<file path="config.mk">
export PLATFORM = sky130hd
export DESIGN_NAME = sprite_animation_sequencer
export DESIGN_NICKNAME = d
export VERILOG_FILES = /design/src/rtl/sas_pkg.sv /design/src/rtl/sprite_animation_sequencer.sv /design/src/rtl/sas_front.sv /design/src/rtl/sas_queue.sv /design/src/rtl/sas_back.sv
export SDC_FILE = /design/constraint.sdc
export NUM_CORES = 2
export LEC_CHECK = 0
export BUFFER_PORTS_ARGS = -buffer_cell sky130_fd_sc_hd__buf_2
export CAP_MARGIN = 40
export CORE_UTILIZATION = 57
export CTS_CLUSTER_DIAMETER = 40
export DETAILED_ROUTE_END_ITERATION = 10
export PLACE_DENSITY_LB_ADDON = 0.25
export SYNTH_ARGS = -nofsm -noshare
export SYNTH_HDL_FRONTEND = slang
export SYNTH_SLANG_ARGS = --single-unit
</file>
<file path="constraint.sdc">
create_clock -name clk -period 29.2 [get_ports clk]
set_input_delay 0 -clock clk [delete_from_list [all_inputs] [get_ports clk]]
set_output_delay 0 -clock clk [all_outputs]
set_load 0.01 [all_outputs]
</file>
<file path="src/rtl/sas_pkg.sv">
// shared types and constants of the sprite animation sequencer
// no dependencies
package sas_pkg;

  localparam logic [1:0] OP_TICK  = 2'd0;
  localparam logic [1:0] OP_STEER = 2'd1;
  localparam logic [1:0] OP_WRITE = 2'd2;

  localparam logic [2:0] REG_TILE_W    = 3'd0;
  localparam logic [2:0] REG_TILE_H    = 3'd1;
  localparam logic [2:0] REG_IDLE_TH   = 3'd2;
  localparam logic [2:0] REG_ALPHA     = 3'd3;
  localparam logic [2:0] REG_DEAD_ZONE = 3'd4;
  localparam logic [2:0] REG_AXIS_BIAS = 3'd5;
  localparam logic [2:0] REG_AUTO      = 3'd6;

  localparam int unsigned CFG_IDX_W  = 3;
  localparam int unsigned CFG_DATA_W = 15;

  // one classified item as it travels from front to back
  typedef struct packed {
    logic [1:0]         opcode;
    logic [15:0]        time_step;
    logic signed [15:0] vel_x;
    logic signed [15:0] vel_y;
    logic               entry_state;
    logic [1:0]         entry_dir;
    logic [7:0]         entry_row;
    logic [7:0]         entry_start;
    logic [7:0]         entry_count;
    logic [15:0]        entry_period;
    logic               is_zero_vec;
    logic               steer_horiz;
    logic               speed_over;
  } sas_item_t;

  typedef struct packed {
    logic [16:0] rect_x;
    logic [15:0] rect_y;
    logic        motion_state;
    logic [1:0]  facing;
    logic [7:0]  frame_index;
    logic        entry_found;
  } sas_result_t;

  typedef struct packed {
    logic [8:0]  tile_width;
    logic [8:0]  tile_height;
    logic [14:0] idle_threshold;
    logic [8:0]  filter_alpha;
    logic [14:0] dead_zone;
    logic [7:0]  axis_bias;
    logic        auto_by_velocity;
  } sas_cfg_t;

  function automatic logic [15:0] abs16(input logic signed [15:0] v);
    logic signed [16:0] e;
    e = 17'(v);
    return e[16] ? 16'(-e) : 16'(e);
  endfunction

endpackage

</file>
<file path="src/rtl/sprite_animation_sequencer.sv">
// order: items pass the front part, then the queue, then the back part; a tick that
//   filters, changes state and divides takes the longest path through the back part
// flow: back part holds one item, pops the next only when idle; restoring divider (one
//   bit a cycle) sets tick time; input stalls while queue is full and front stage 1 is held
// reset: synchronous active-high rst clears table valid bits, state and queue
// depends on sas_pkg, sas_front, sas_queue, sas_back
module sprite_animation_sequencer #(
  parameter int unsigned ACCUM_BITS = 24
) (
  input  logic        clk,
  input  logic        rst,
  input  logic        cfg_we,
  input  logic [2:0]  cfg_index,
  input  logic [14:0] cfg_data,
  input  logic        in_valid,
  output logic        in_stall,
  input  logic [1:0]  opcode,
  input  logic [15:0] time_step,
  input  logic signed [15:0] vel_x,
  input  logic signed [15:0] vel_y,
  input  logic        entry_state,
  input  logic [1:0]  entry_dir,
  input  logic [7:0]  entry_row,
  input  logic [7:0]  entry_start,
  input  logic [7:0]  entry_count,
  input  logic [15:0] entry_period,
  output logic        out_valid,
  input  logic        out_stall,
  output logic [16:0] rect_x,
  output logic [15:0] rect_y,
  output logic        motion_state,
  output logic [1:0]  facing,
  output logic [7:0]  frame_index,
  output logic        entry_found
);
  import sas_pkg::*;

  sas_cfg_t    cfg;
  sas_item_t   in_item, f_item, q_head;
  sas_result_t res;
  logic        f_valid, q_full, q_ne, q_pop;

  // configuration registers
  always_ff @(posedge clk) begin
    if (rst) begin
      cfg.tile_width <= 9'd32;
      cfg.tile_height <= 9'd32;
      cfg.idle_threshold <= 15'd256;
      cfg.filter_alpha <= 9'd64;
      cfg.dead_zone <= 15'd64;
      cfg.axis_bias <= 8'd16;
      cfg.auto_by_velocity <= 1'b0;
    end else if (cfg_we) begin
      unique case (cfg_index)
        REG_TILE_W:    cfg.tile_width <= cfg_data[8:0];
        REG_TILE_H:    cfg.tile_height <= cfg_data[8:0];
        REG_IDLE_TH:   cfg.idle_threshold <= cfg_data;
        REG_ALPHA:     cfg.filter_alpha <= cfg_data[8:0];
        REG_DEAD_ZONE: cfg.dead_zone <= cfg_data;
        REG_AXIS_BIAS: cfg.axis_bias <= cfg_data[7:0];
        REG_AUTO:      cfg.auto_by_velocity <= cfg_data[0];
        default: ;
      endcase
    end
  end

  always_comb begin
    in_item = '0;
    in_item.opcode = opcode;
    in_item.time_step = time_step;
    in_item.vel_x = vel_x;
    in_item.vel_y = vel_y;
    in_item.entry_state = entry_state;
    in_item.entry_dir = entry_dir;
    in_item.entry_row = entry_row;
    in_item.entry_start = entry_start;
    in_item.entry_count = entry_count;
    in_item.entry_period = entry_period;
  end

  sas_front u_front (
    .clk, .rst, .in_valid, .in_stall, .in_item,
    .idle_threshold(cfg.idle_threshold),
    .q_valid(f_valid), .q_full, .q_item(f_item)
  );

  sas_queue u_queue (
    .clk, .rst, .push(f_valid), .push_item(f_item), .full(q_full),
    .pop(q_pop), .not_empty(q_ne), .head(q_head)
  );

  sas_back #(.ACCUM_BITS(ACCUM_BITS)) u_back (
    .clk, .rst, .cfg, .q_not_empty(q_ne), .q_head, .q_pop,
    .out_valid, .out_stall, .out_res(res)
  );

  assign rect_x = res.rect_x;
  assign rect_y = res.rect_y;
  assign motion_state = res.motion_state;
  assign facing = res.facing;
  assign frame_index = res.frame_index;
  assign entry_found = res.entry_found;

endmodule

</file>
<file path="src/rtl/sas_front.sv">
// front part: accepts items and classifies them (zero vector, steer axis, speed test)
// depends on sas_pkg
module sas_front (
  input  logic                 clk,
  input  logic                 rst,
  input  logic                 in_valid,
  output logic                 in_stall,
  input  sas_pkg::sas_item_t   in_item,
  input  logic [14:0]          idle_threshold,
  output logic                 q_valid,
  input  logic                 q_full,
  output sas_pkg::sas_item_t   q_item
);
  import sas_pkg::*;

  // stage 0 registers the steer-classified item, stage 1 has squares, then push
  logic        s0_valid, s1_valid;
  sas_item_t   s0_item, s1_item, c_item;
  logic [31:0] sq_x, sq_y, sq_t;
  logic        adv;

  assign adv      = !(s1_valid && q_full);
  assign in_stall = !adv;
  assign q_valid  = s1_valid;

  // steer classification on the incoming item
  always_comb begin
    c_item = in_item;
    c_item.is_zero_vec = (in_item.vel_x == '0) && (in_item.vel_y == '0);
    c_item.steer_horiz = abs16(in_item.vel_x) >= abs16(in_item.vel_y);
  end

  always_comb begin
    q_item = s1_item;
    q_item.speed_over = ({1'b0, sq_x} + {1'b0, sq_y}) > {1'b0, sq_t};
  end

  always_ff @(posedge clk) begin
    if (rst) begin
      s0_valid <= 1'b0;
      s1_valid <= 1'b0;
    end else if (adv) begin
      s1_valid <= s0_valid;
      s0_valid <= in_valid;
    end
    if (adv) begin
      s0_item <= c_item;
      s1_item <= s0_item;
      sq_x <= 32'(s0_item.vel_x) * 32'(s0_item.vel_x);
      sq_y <= 32'(s0_item.vel_y) * 32'(s0_item.vel_y);
      sq_t <= 32'(idle_threshold) * 32'(idle_threshold);
    end
  end

endmodule

</file>
<file path="src/rtl/sas_queue.sv">
// short fifo between front and back parts
// depends on sas_pkg
module sas_queue (
  input  logic               clk,
  input  logic               rst,
  input  logic               push,
  input  sas_pkg::sas_item_t push_item,
  output logic               full,
  input  logic               pop,
  output logic               not_empty,
  output sas_pkg::sas_item_t head
);
  import sas_pkg::*;

  sas_item_t   mem [4];
  logic [1:0]  wr_ptr, rd_ptr;
  logic [2:0]  level;

  assign full      = level == 3'd4;
  assign not_empty = level != 3'd0;
  assign head      = mem[rd_ptr];

  always_ff @(posedge clk) begin
    if (rst) begin
      wr_ptr <= '0;
      rd_ptr <= '0;
      level  <= '0;
    end else begin
      if (push && !full) wr_ptr <= wr_ptr + 2'd1;
      if (pop && not_empty) rd_ptr <= rd_ptr + 2'd1;
      level <= level + 3'(push && !full) - 3'(pop && not_empty);
    end
    if (push && !full) mem[wr_ptr] <= push_item;
  end

endmodule

</file>
<file path="src/rtl/sas_back.sv">
// back part: table, filter, accumulator, serial divider and result register
// depends on sas_pkg
module sas_back #(
  parameter int unsigned ACCUM_BITS = 24
) (
  input  logic                 clk,
  input  logic                 rst,
  input  sas_pkg::sas_cfg_t    cfg,
  input  logic                 q_not_empty,
  input  sas_pkg::sas_item_t   q_head,
  output logic                 q_pop,
  output logic                 out_valid,
  input  logic                 out_stall,
  output sas_pkg::sas_result_t out_res
);
  import sas_pkg::*;

  typedef enum logic [3:0] {
    S_IDLE, S_FILT_MUL, S_FILT_ADD, S_DIR_MUL, S_DIR_DEC, S_ACC,
    S_DIV, S_WRAP, S_RECT_MUL, S_RECT, S_OUT
  } state_t;

  localparam int unsigned CNT_W = $clog2(ACCUM_BITS + 1);
  localparam logic [ACCUM_BITS-1:0] ACC_MAX = '1;

  state_t state;
  sas_item_t it;

  logic        tv   [8];
  logic [7:0]  trow [8];
  logic [7:0]  tst  [8];
  logic [7:0]  tcnt [8];
  logic [15:0] tper [8];

  logic       cur_motion;
  logic [1:0] cur_facing, prev_facing;
  logic [7:0] frame_cnt;
  logic [ACCUM_BITS-1:0] accum;
  logic signed [15:0] svx, svy;
  logic [16:0] shown_x;
  logic [15:0] shown_y;

  logic signed [26:0] px, py;
  logic [23:0] bx, by;
  logic [ACCUM_BITS-1:0] quo, rem_r, dvd;
  logic [CNT_W-1:0] bitn;
  logic [8:0] mx;
  logic [16:0] cx;
  logic [15:0] ry;
  logic       after_play;

  // running remainders of quotient and frame by the frame count
  logic [7:0] modr, fmod;
  logic [ACCUM_BITS-1:0] fsh;

  logic [2:0]  idx;
  logic [8:0]  alpha_s, tw_s, th_s;
  logic [ACCUM_BITS:0] acc_sum;
  logic [ACCUM_BITS:0] rem_sh;
  logic [7:0]  cnt1;
  logic        qbit;
  logic [8:0]  m2, f2, fs;

  assign idx     = {cur_motion, cur_facing};
  assign alpha_s = cfg.filter_alpha > 9'd256 ? 9'd256 : cfg.filter_alpha;
  assign tw_s    = cfg.tile_width > 9'd256 ? 9'd256 : cfg.tile_width;
  assign th_s    = cfg.tile_height > 9'd256 ? 9'd256 : cfg.tile_height;
  assign acc_sum = {1'b0, accum} + (ACCUM_BITS+1)'(it.time_step);
  assign rem_sh  = {rem_r, dvd[ACCUM_BITS-1]};
  assign cnt1    = tcnt[idx] == 8'd0 ? 8'd1 : tcnt[idx];
  assign q_pop   = state == S_IDLE && q_not_empty;
  assign qbit    = rem_sh >= (ACCUM_BITS+1)'(tper[idx]);
  assign m2      = {modr, qbit};
  assign f2      = {fmod, fsh[ACCUM_BITS-1]};
  assign fs      = {1'b0, modr} + {1'b0, fmod};

  always_ff @(posedge clk) begin
    if (rst) begin
      state <= S_IDLE;
      out_valid <= 1'b0;
      for (int i = 0; i < 8; i++) tv[i] <= 1'b0;
      cur_motion <= 1'b0;
      cur_facing <= '0;
      prev_facing <= '0;
      frame_cnt <= '0;
      accum <= '0;
      svx <= '0;
      svy <= '0;
      shown_x <= '0;
      shown_y <= '0;
      after_play <= 1'b0;
    end else begin
      if (state == S_OUT && (!out_valid || !out_stall)) out_valid <= 1'b1;
      else if (out_valid && !out_stall) out_valid <= 1'b0;
      unique case (state)
        S_IDLE: begin
          if (q_not_empty) begin
            it <= q_head;
            unique case (q_head.opcode)
              OP_WRITE: begin
                tv[{q_head.entry_state, q_head.entry_dir}] <= 1'b1;
                trow[{q_head.entry_state, q_head.entry_dir}] <= q_head.entry_row;
                tst[{q_head.entry_state, q_head.entry_dir}] <= q_head.entry_start;
                tcnt[{q_head.entry_state, q_head.entry_dir}] <= q_head.entry_count;
                tper[{q_head.entry_state, q_head.entry_dir}] <= q_head.entry_period;
                state <= S_OUT;
              end
              OP_STEER: begin
                if (q_head.is_zero_vec) begin
                  if (cur_motion) begin
                    cur_motion <= 1'b0; frame_cnt <= '0; accum <= '0;
                    after_play <= 1'b0;
                    state <= S_RECT_MUL;
                  end else state <= S_OUT;
                end else begin
                  if (q_head.steer_horiz) begin
                    cur_facing <= q_head.vel_x[15] ? 2'd2 : 2'd3;
                    prev_facing <= q_head.vel_x[15] ? 2'd2 : 2'd3;
                  end else begin
                    cur_facing <= q_head.vel_y[15] ? 2'd0 : 2'd1;
                    prev_facing <= q_head.vel_y[15] ? 2'd0 : 2'd1;
                  end
                  if (!cur_motion) begin
                    cur_motion <= 1'b1; frame_cnt <= '0; accum <= '0;
                    after_play <= 1'b0;
                    state <= S_RECT_MUL;
                  end else state <= S_OUT;
                end
              end
              OP_TICK: begin
                if (cfg.auto_by_velocity && q_head.speed_over) state <= S_FILT_MUL;
                else if (cfg.auto_by_velocity && cur_motion) begin
                  cur_motion <= 1'b0; frame_cnt <= '0; accum <= '0;
                  after_play <= 1'b1;
                  state <= S_RECT_MUL;
                end else state <= S_ACC;
              end
              default: state <= S_OUT;
            endcase
          end
        end
        S_FILT_MUL: begin
          px <= (27'(it.vel_x) - 27'(svx)) * 27'(alpha_s);
          py <= (27'(it.vel_y) - 27'(svy)) * 27'(alpha_s);
          state <= S_FILT_ADD;
        end
        S_FILT_ADD: begin
          svx <= 16'(svx + 16'(px >>> 8));
          svy <= 16'(svy + 16'(py >>> 8));
          state <= S_DIR_MUL;
        end
        S_DIR_MUL: begin
          bx <= 24'(abs16(svx)) * 24'(cfg.axis_bias);
          by <= 24'(abs16(svy)) << 4;
          state <= S_DIR_DEC;
        end
        S_DIR_DEC: begin
          if (!(abs16(svx) < 16'(cfg.dead_zone) && abs16(svy) < 16'(cfg.dead_zone))) begin
            if (bx > by) begin
              cur_facing <= svx[15] ? 2'd2 : 2'd3;
              prev_facing <= svx[15] ? 2'd2 : 2'd3;
            end else begin
              cur_facing <= svy[15] ? 2'd0 : 2'd1;
              prev_facing <= svy[15] ? 2'd0 : 2'd1;
            end
          end else cur_facing <= prev_facing;
          if (!cur_motion) begin
            cur_motion <= 1'b1; frame_cnt <= '0; accum <= '0;
            after_play <= 1'b1;
            state <= S_RECT_MUL;
          end else state <= S_ACC;
        end
        S_ACC: begin
          if (!tv[idx]) state <= S_OUT;
          else begin
            dvd <= acc_sum[ACCUM_BITS] ? ACC_MAX : acc_sum[ACCUM_BITS-1:0];
            accum <= acc_sum[ACCUM_BITS] ? ACC_MAX : acc_sum[ACCUM_BITS-1:0];
            rem_r <= '0;
            quo <= '0;
            modr <= '0;
            fmod <= '0;
            fsh <= ACCUM_BITS'(frame_cnt);
            bitn <= CNT_W'(ACCUM_BITS);
            state <= tper[idx] == 16'd0 ? S_OUT : S_DIV;
          end
        end
        S_DIV: begin
          // restoring divide, one quotient bit a cycle
          if (qbit) begin
            rem_r <= ACCUM_BITS'(rem_sh - (ACCUM_BITS+1)'(tper[idx]));
            quo <= {quo[ACCUM_BITS-2:0], 1'b1};
          end else begin
            rem_r <= rem_sh[ACCUM_BITS-1:0];
            quo <= {quo[ACCUM_BITS-2:0], 1'b0};
          end
          // quotient and old frame reduced by the count alongside
          modr <= m2 >= {1'b0, cnt1} ? 8'(m2 - {1'b0, cnt1}) : m2[7:0];
          fmod <= f2 >= {1'b0, cnt1} ? 8'(f2 - {1'b0, cnt1}) : f2[7:0];
          fsh <= fsh << 1;
          dvd <= dvd << 1;
          bitn <= bitn - CNT_W'(1);
          if (bitn == CNT_W'(1)) state <= S_WRAP;
        end
        S_WRAP: begin
          accum <= rem_r;
          if (quo != '0) begin
            frame_cnt <= fs >= {1'b0, cnt1} ? 8'(fs - {1'b0, cnt1}) : fs[7:0];
            state <= S_RECT_MUL;
          end else state <= S_OUT;
        end
        S_RECT_MUL: begin
          cx <= 17'({1'b0, tst[idx]} + {1'b0, frame_cnt});
          mx <= tw_s;
          ry <= 16'(trow[idx]) * 16'(th_s);
          state <= S_RECT;
        end
        S_RECT: begin
          if (tv[idx]) begin
            shown_x <= 17'(cx * 17'(mx));
            shown_y <= ry;
          end
          // a state change on a tick still runs the accumulator
          after_play <= 1'b0;
          state <= after_play ? S_ACC : S_OUT;
        end
        S_OUT: begin
          if (!out_valid || !out_stall) begin
            out_res.rect_x <= shown_x;
            out_res.rect_y <= shown_y;
            out_res.motion_state <= cur_motion;
            out_res.facing <= cur_facing;
            out_res.frame_index <= frame_cnt;
            out_res.entry_found <= tv[idx];
            state <= S_IDLE;
          end
        end
        default: state <= S_IDLE;
      endcase
    end
  end

endmodule

</file>
==> impl_metrics.csv <==
group,metric,value,unit
status,status,"complete, no violations",
sta,hold_viol_final,0,
cells_and_area,syn_to_final_growth,12.9,%
cells_and_area,nets,11210,
placed_design,dp_cells,11305,
sta,setup_viol,0,
power_and_ir_drop,ir_drop,267,µV
sta,setup-tns-final,0,ns
cells_and_area,final_cells,11927,
clock_tree,cts_tree,"yes",
floorplan,die_h,430,µm
drt,ant_nets,0,
global_routing,grt_util_met2,45.1,%
worst_setup_path,cp.required,29.73,ns
clock_tree,path_clk_slew,0.06,ns
cells_and_area,final_cell_mix,"inv_1, edfxtp_1, fa_1",
clock_tree,clockBufferDepth,3,
clock_tree,cts_sinks,1490,
cells_and_area,fillers,13333,
drt,drcViolationCount,0,
drt,wl_per_cell,20.4,µm
sta,slew-limit-headroom,33.2,%
worst_setup_path,worst_ep_arrival_time,8.82,ns
cells_and_area,final_core_util,65.0,%
min_path,hold_path.class,"primary input to flip-flop",
placed_design,gp_congestion,0.927,
floorplan,die-width,430,µm
floorplan,num_rows,156,
placed_design,port_buffers,162,
synthesis,synth_ff_type,"edfxtp_1",
synthesis,synth-edff-count,1299,
sta,tightestPinTransition,0.974,ns
global_routing,grt.met3_usage,3.47,%
drt,firstDrtPassIters,6,
synthesis,netlist_area,0.104,mm²
worst_setup_path,path_class,"flip-flop to flip-flop",
global_routing,grt_util_met1,36.8,%
clock_tree,root_buffer,"clkbuf_16",
synthesis,synthCells,8922,
synthesis,synth_nets,10768,
power_and_ir_drop,power,13.9,mW
floorplan,start_util,57.5,%
placed_design,place_area,0.108,mm²
floorplan,die-area,0.185,mm²
cells_and_area,final_common_cell,"inv_1",
floorplan,boundaryPins,163,
drt,drt-initial-drc-count,5301,
sta,drv_slew,0,
cells_and_area,final_area,0.118,mm²
placed_design,hpwl,175000,µm
worst_setup_path,worstPathMaxFanout,9,
power_and_ir_drop,pwr_density_cell,118,mW/mm²
drt,dr_total_vias,67908,
clock_tree,cts-htree-levels,4,
run,maxCapViolCount,0,
global_routing,grt_use_total,27.0,%
synthesis,ys_seq_area_share,41.1,%
worst_setup_path,crit_path_top_delay_cell,"xnor2_1",
synthesis,async_flop_share,0,%
sta,max_freq,121,MHz
floorplan,core_area,0.181,mm²
synthesis,yosysWarnings,0,
global_routing,grt_pass1_wl,390000,µm
global_routing,grt_pass1_vias,71051,
power_and_ir_drop,leakagePower,50.1,nW
global_routing,grt-ovfl-total,0,
worst_setup_path,cp-end-kind,"flip-flop",
synthesis,synth.avg_cell_area,11.7,µm²
sta,finClkSkew,0.103,ns
cells_and_area,drive_above_1_share,9.72,%
worst_setup_path,startpoint_type,"flip-flop",
global_routing,grt_max_degree,111,
clock_tree,cts_made_buffers,211,
synthesis,ys_ff_latch,1490,
drt,drt-vias-per-instance,5.69,
sta,fin_crit_sh,28.4,%
clock_tree,clk-insertion-delay-late,0.89,ns
global_routing,antenna_found_initial,10,
clock_tree,cts_resized,0,
sta,min_period,8.29,ns
worst_setup_path,max_stage_delay,0.72,ns
synthesis,synth.distinct_cells,90,
sta,rsz0062_at_grt,"false",
global_routing,grt_busiest_layer,"met2",
drt,routed_wl,244000,µm
## through the flow
step | setup WS (ns) | hold slack [ns]
2_1_floorplan | 19.72 | 0.0989
3_3_place_gp | 21.27 | 0.176
3_5_place_dp | 21.20 | 0.178
4_1_cts | 21.01 | 0.00308
5_1_grt | 20.44 | 0.0674
6_report | 20.91 | 0.100
## cell type report
cell class / instances / area (µm²) / share of cell area [%]
well taps: 2370 / 2970 / 2.52
clock inverters: 174 / 1930 / 1.64
clock buffers: 227 / 5380 / 4.57
inverters: 1434 / 5380 / 4.57
multi-input cells: 5738 / 55300 / 46.9
flip-flops and latches: 1490 / 42800 / 36.4
repair buffers: 489 / 4020 / 3.41
diodes: 5 / 12.5 / 0.0106
## synth_stat cells, drive strengths merged (9+ instances only)
cell type / n / area share (%)
nand4: 32 / 0.19
inv: 1433 / 5.2
a21boi: 23 / 0.17
or3: 28 / 0.17
or4: 15 / 0.11
xor2: 103 / 0.86
and2: 277 / 1.7
o211ai: 16 / 0.12
o31a: 10 / 0.084
nand2b: 104 / 0.62
a22o: 17 / 0.14
dfxtp: 191 / 3.7
a22oi: 16 / 0.12
o21a: 50 / 0.36
nor2: 554 / 2.0
buf: 34 / 0.15
nand2: 890 / 3.2
nand3b: 9 / 0.077
edfxtp: 1299 / 37
a221oi: 14 / 0.12
a21oi: 355 / 1.7
mux2i: 59 / 0.57
nor4: 27 / 0.17
mux4: 178 / 3.8
o41ai: 20 / 0.18
fa: 1036 / 20
ha: 694 / 8.3
a211oi: 37 / 0.27
o21bai: 21 / 0.15
or2: 25 / 0.15
a21o: 109 / 0.78
clkbuf: 226 / 0.81
nand3: 84 / 0.40
nor3: 92 / 0.45
o31ai: 33 / 0.24
o21ai: 187 / 0.90
xnor2: 270 / 2.3
mux2: 25 / 0.27
and3: 78 / 0.47
a31oi: 35 / 0.22
nor2b: 112 / 0.67
## critical path, delay by kind of cell, from the launching register on
family          cells  cell delay (ns)
compound gates     11             2.57
xor+xnor            2             0.85
fa+ha+maj           6             2.71
buf+inv             4             0.33
flops               1             0.43
simple gates        5             1.09
## what timing repair did
action / CTS / global route
setup endpoints to repair: 0 / 0
hold buffers: 215 / 0
hold endpoints to repair: 252 / 0
buffers inserted: 0 / 0
## cell families after synthesis
| family | count (synthesis) | share of synthesized area, % |
|---|---|---|
| and+or+nand+nor | 2351 | 10.5 |
| adders and majority gates | 1730 | 28.2 |
| buffers and inverters | 1694 | 6.12 |
| DFF | 1490 | 41.1 |
| AOI/OAI and AO/OA | 1022 | 6.27 |
| xor gates and xnor gates | 373 | 3.13 |
| muxes | 262 | 4.68 |
## flip-flops by register name (all words and copies together) (netlist names), 31 cells and up, named ones only
register and cells:
u_back.out_res 45, u_back.it 48, u_front.s0_item 95, cfg 66, u_back.trow 64, u_back.tst 64
u_back.tcnt 64, u_front.q_item 93, u_front.sq_x 31, u_front.sq_y 31, u_queue.mem 384, u_back.tper 128
## worst paths after layout
check                             end  slack, ns           startpoint  depth (start not counted)
setup / recovery        u_back.py[23]      20.91        u_back.svy[1]                         28
hold / removal    u_front.s0_item[73]       0.10            vel_x[11]                          2
setup reg to reg        u_back.py[23]      20.91        u_back.svy[1]                         28
hold reg to reg    u_front.q_item[20]       0.40  u_front.s0_item[20]                          0
## layer usage
metal	wire length (µm)	part of all wire (%)
met5	0	0
met4	8000	3.3
met3	15000	6.2
met2	119000	49
met1	102000	42
## power breakdown
group / switching [mW] / internal, mW / total, mW
clock: 1.07 / 1.49 / 2.56
sequential: 0.163 / 2.90 / 3.06
combinational: 4.73 / 3.58 / 8.31
Power figures use the tool's default switching activity.
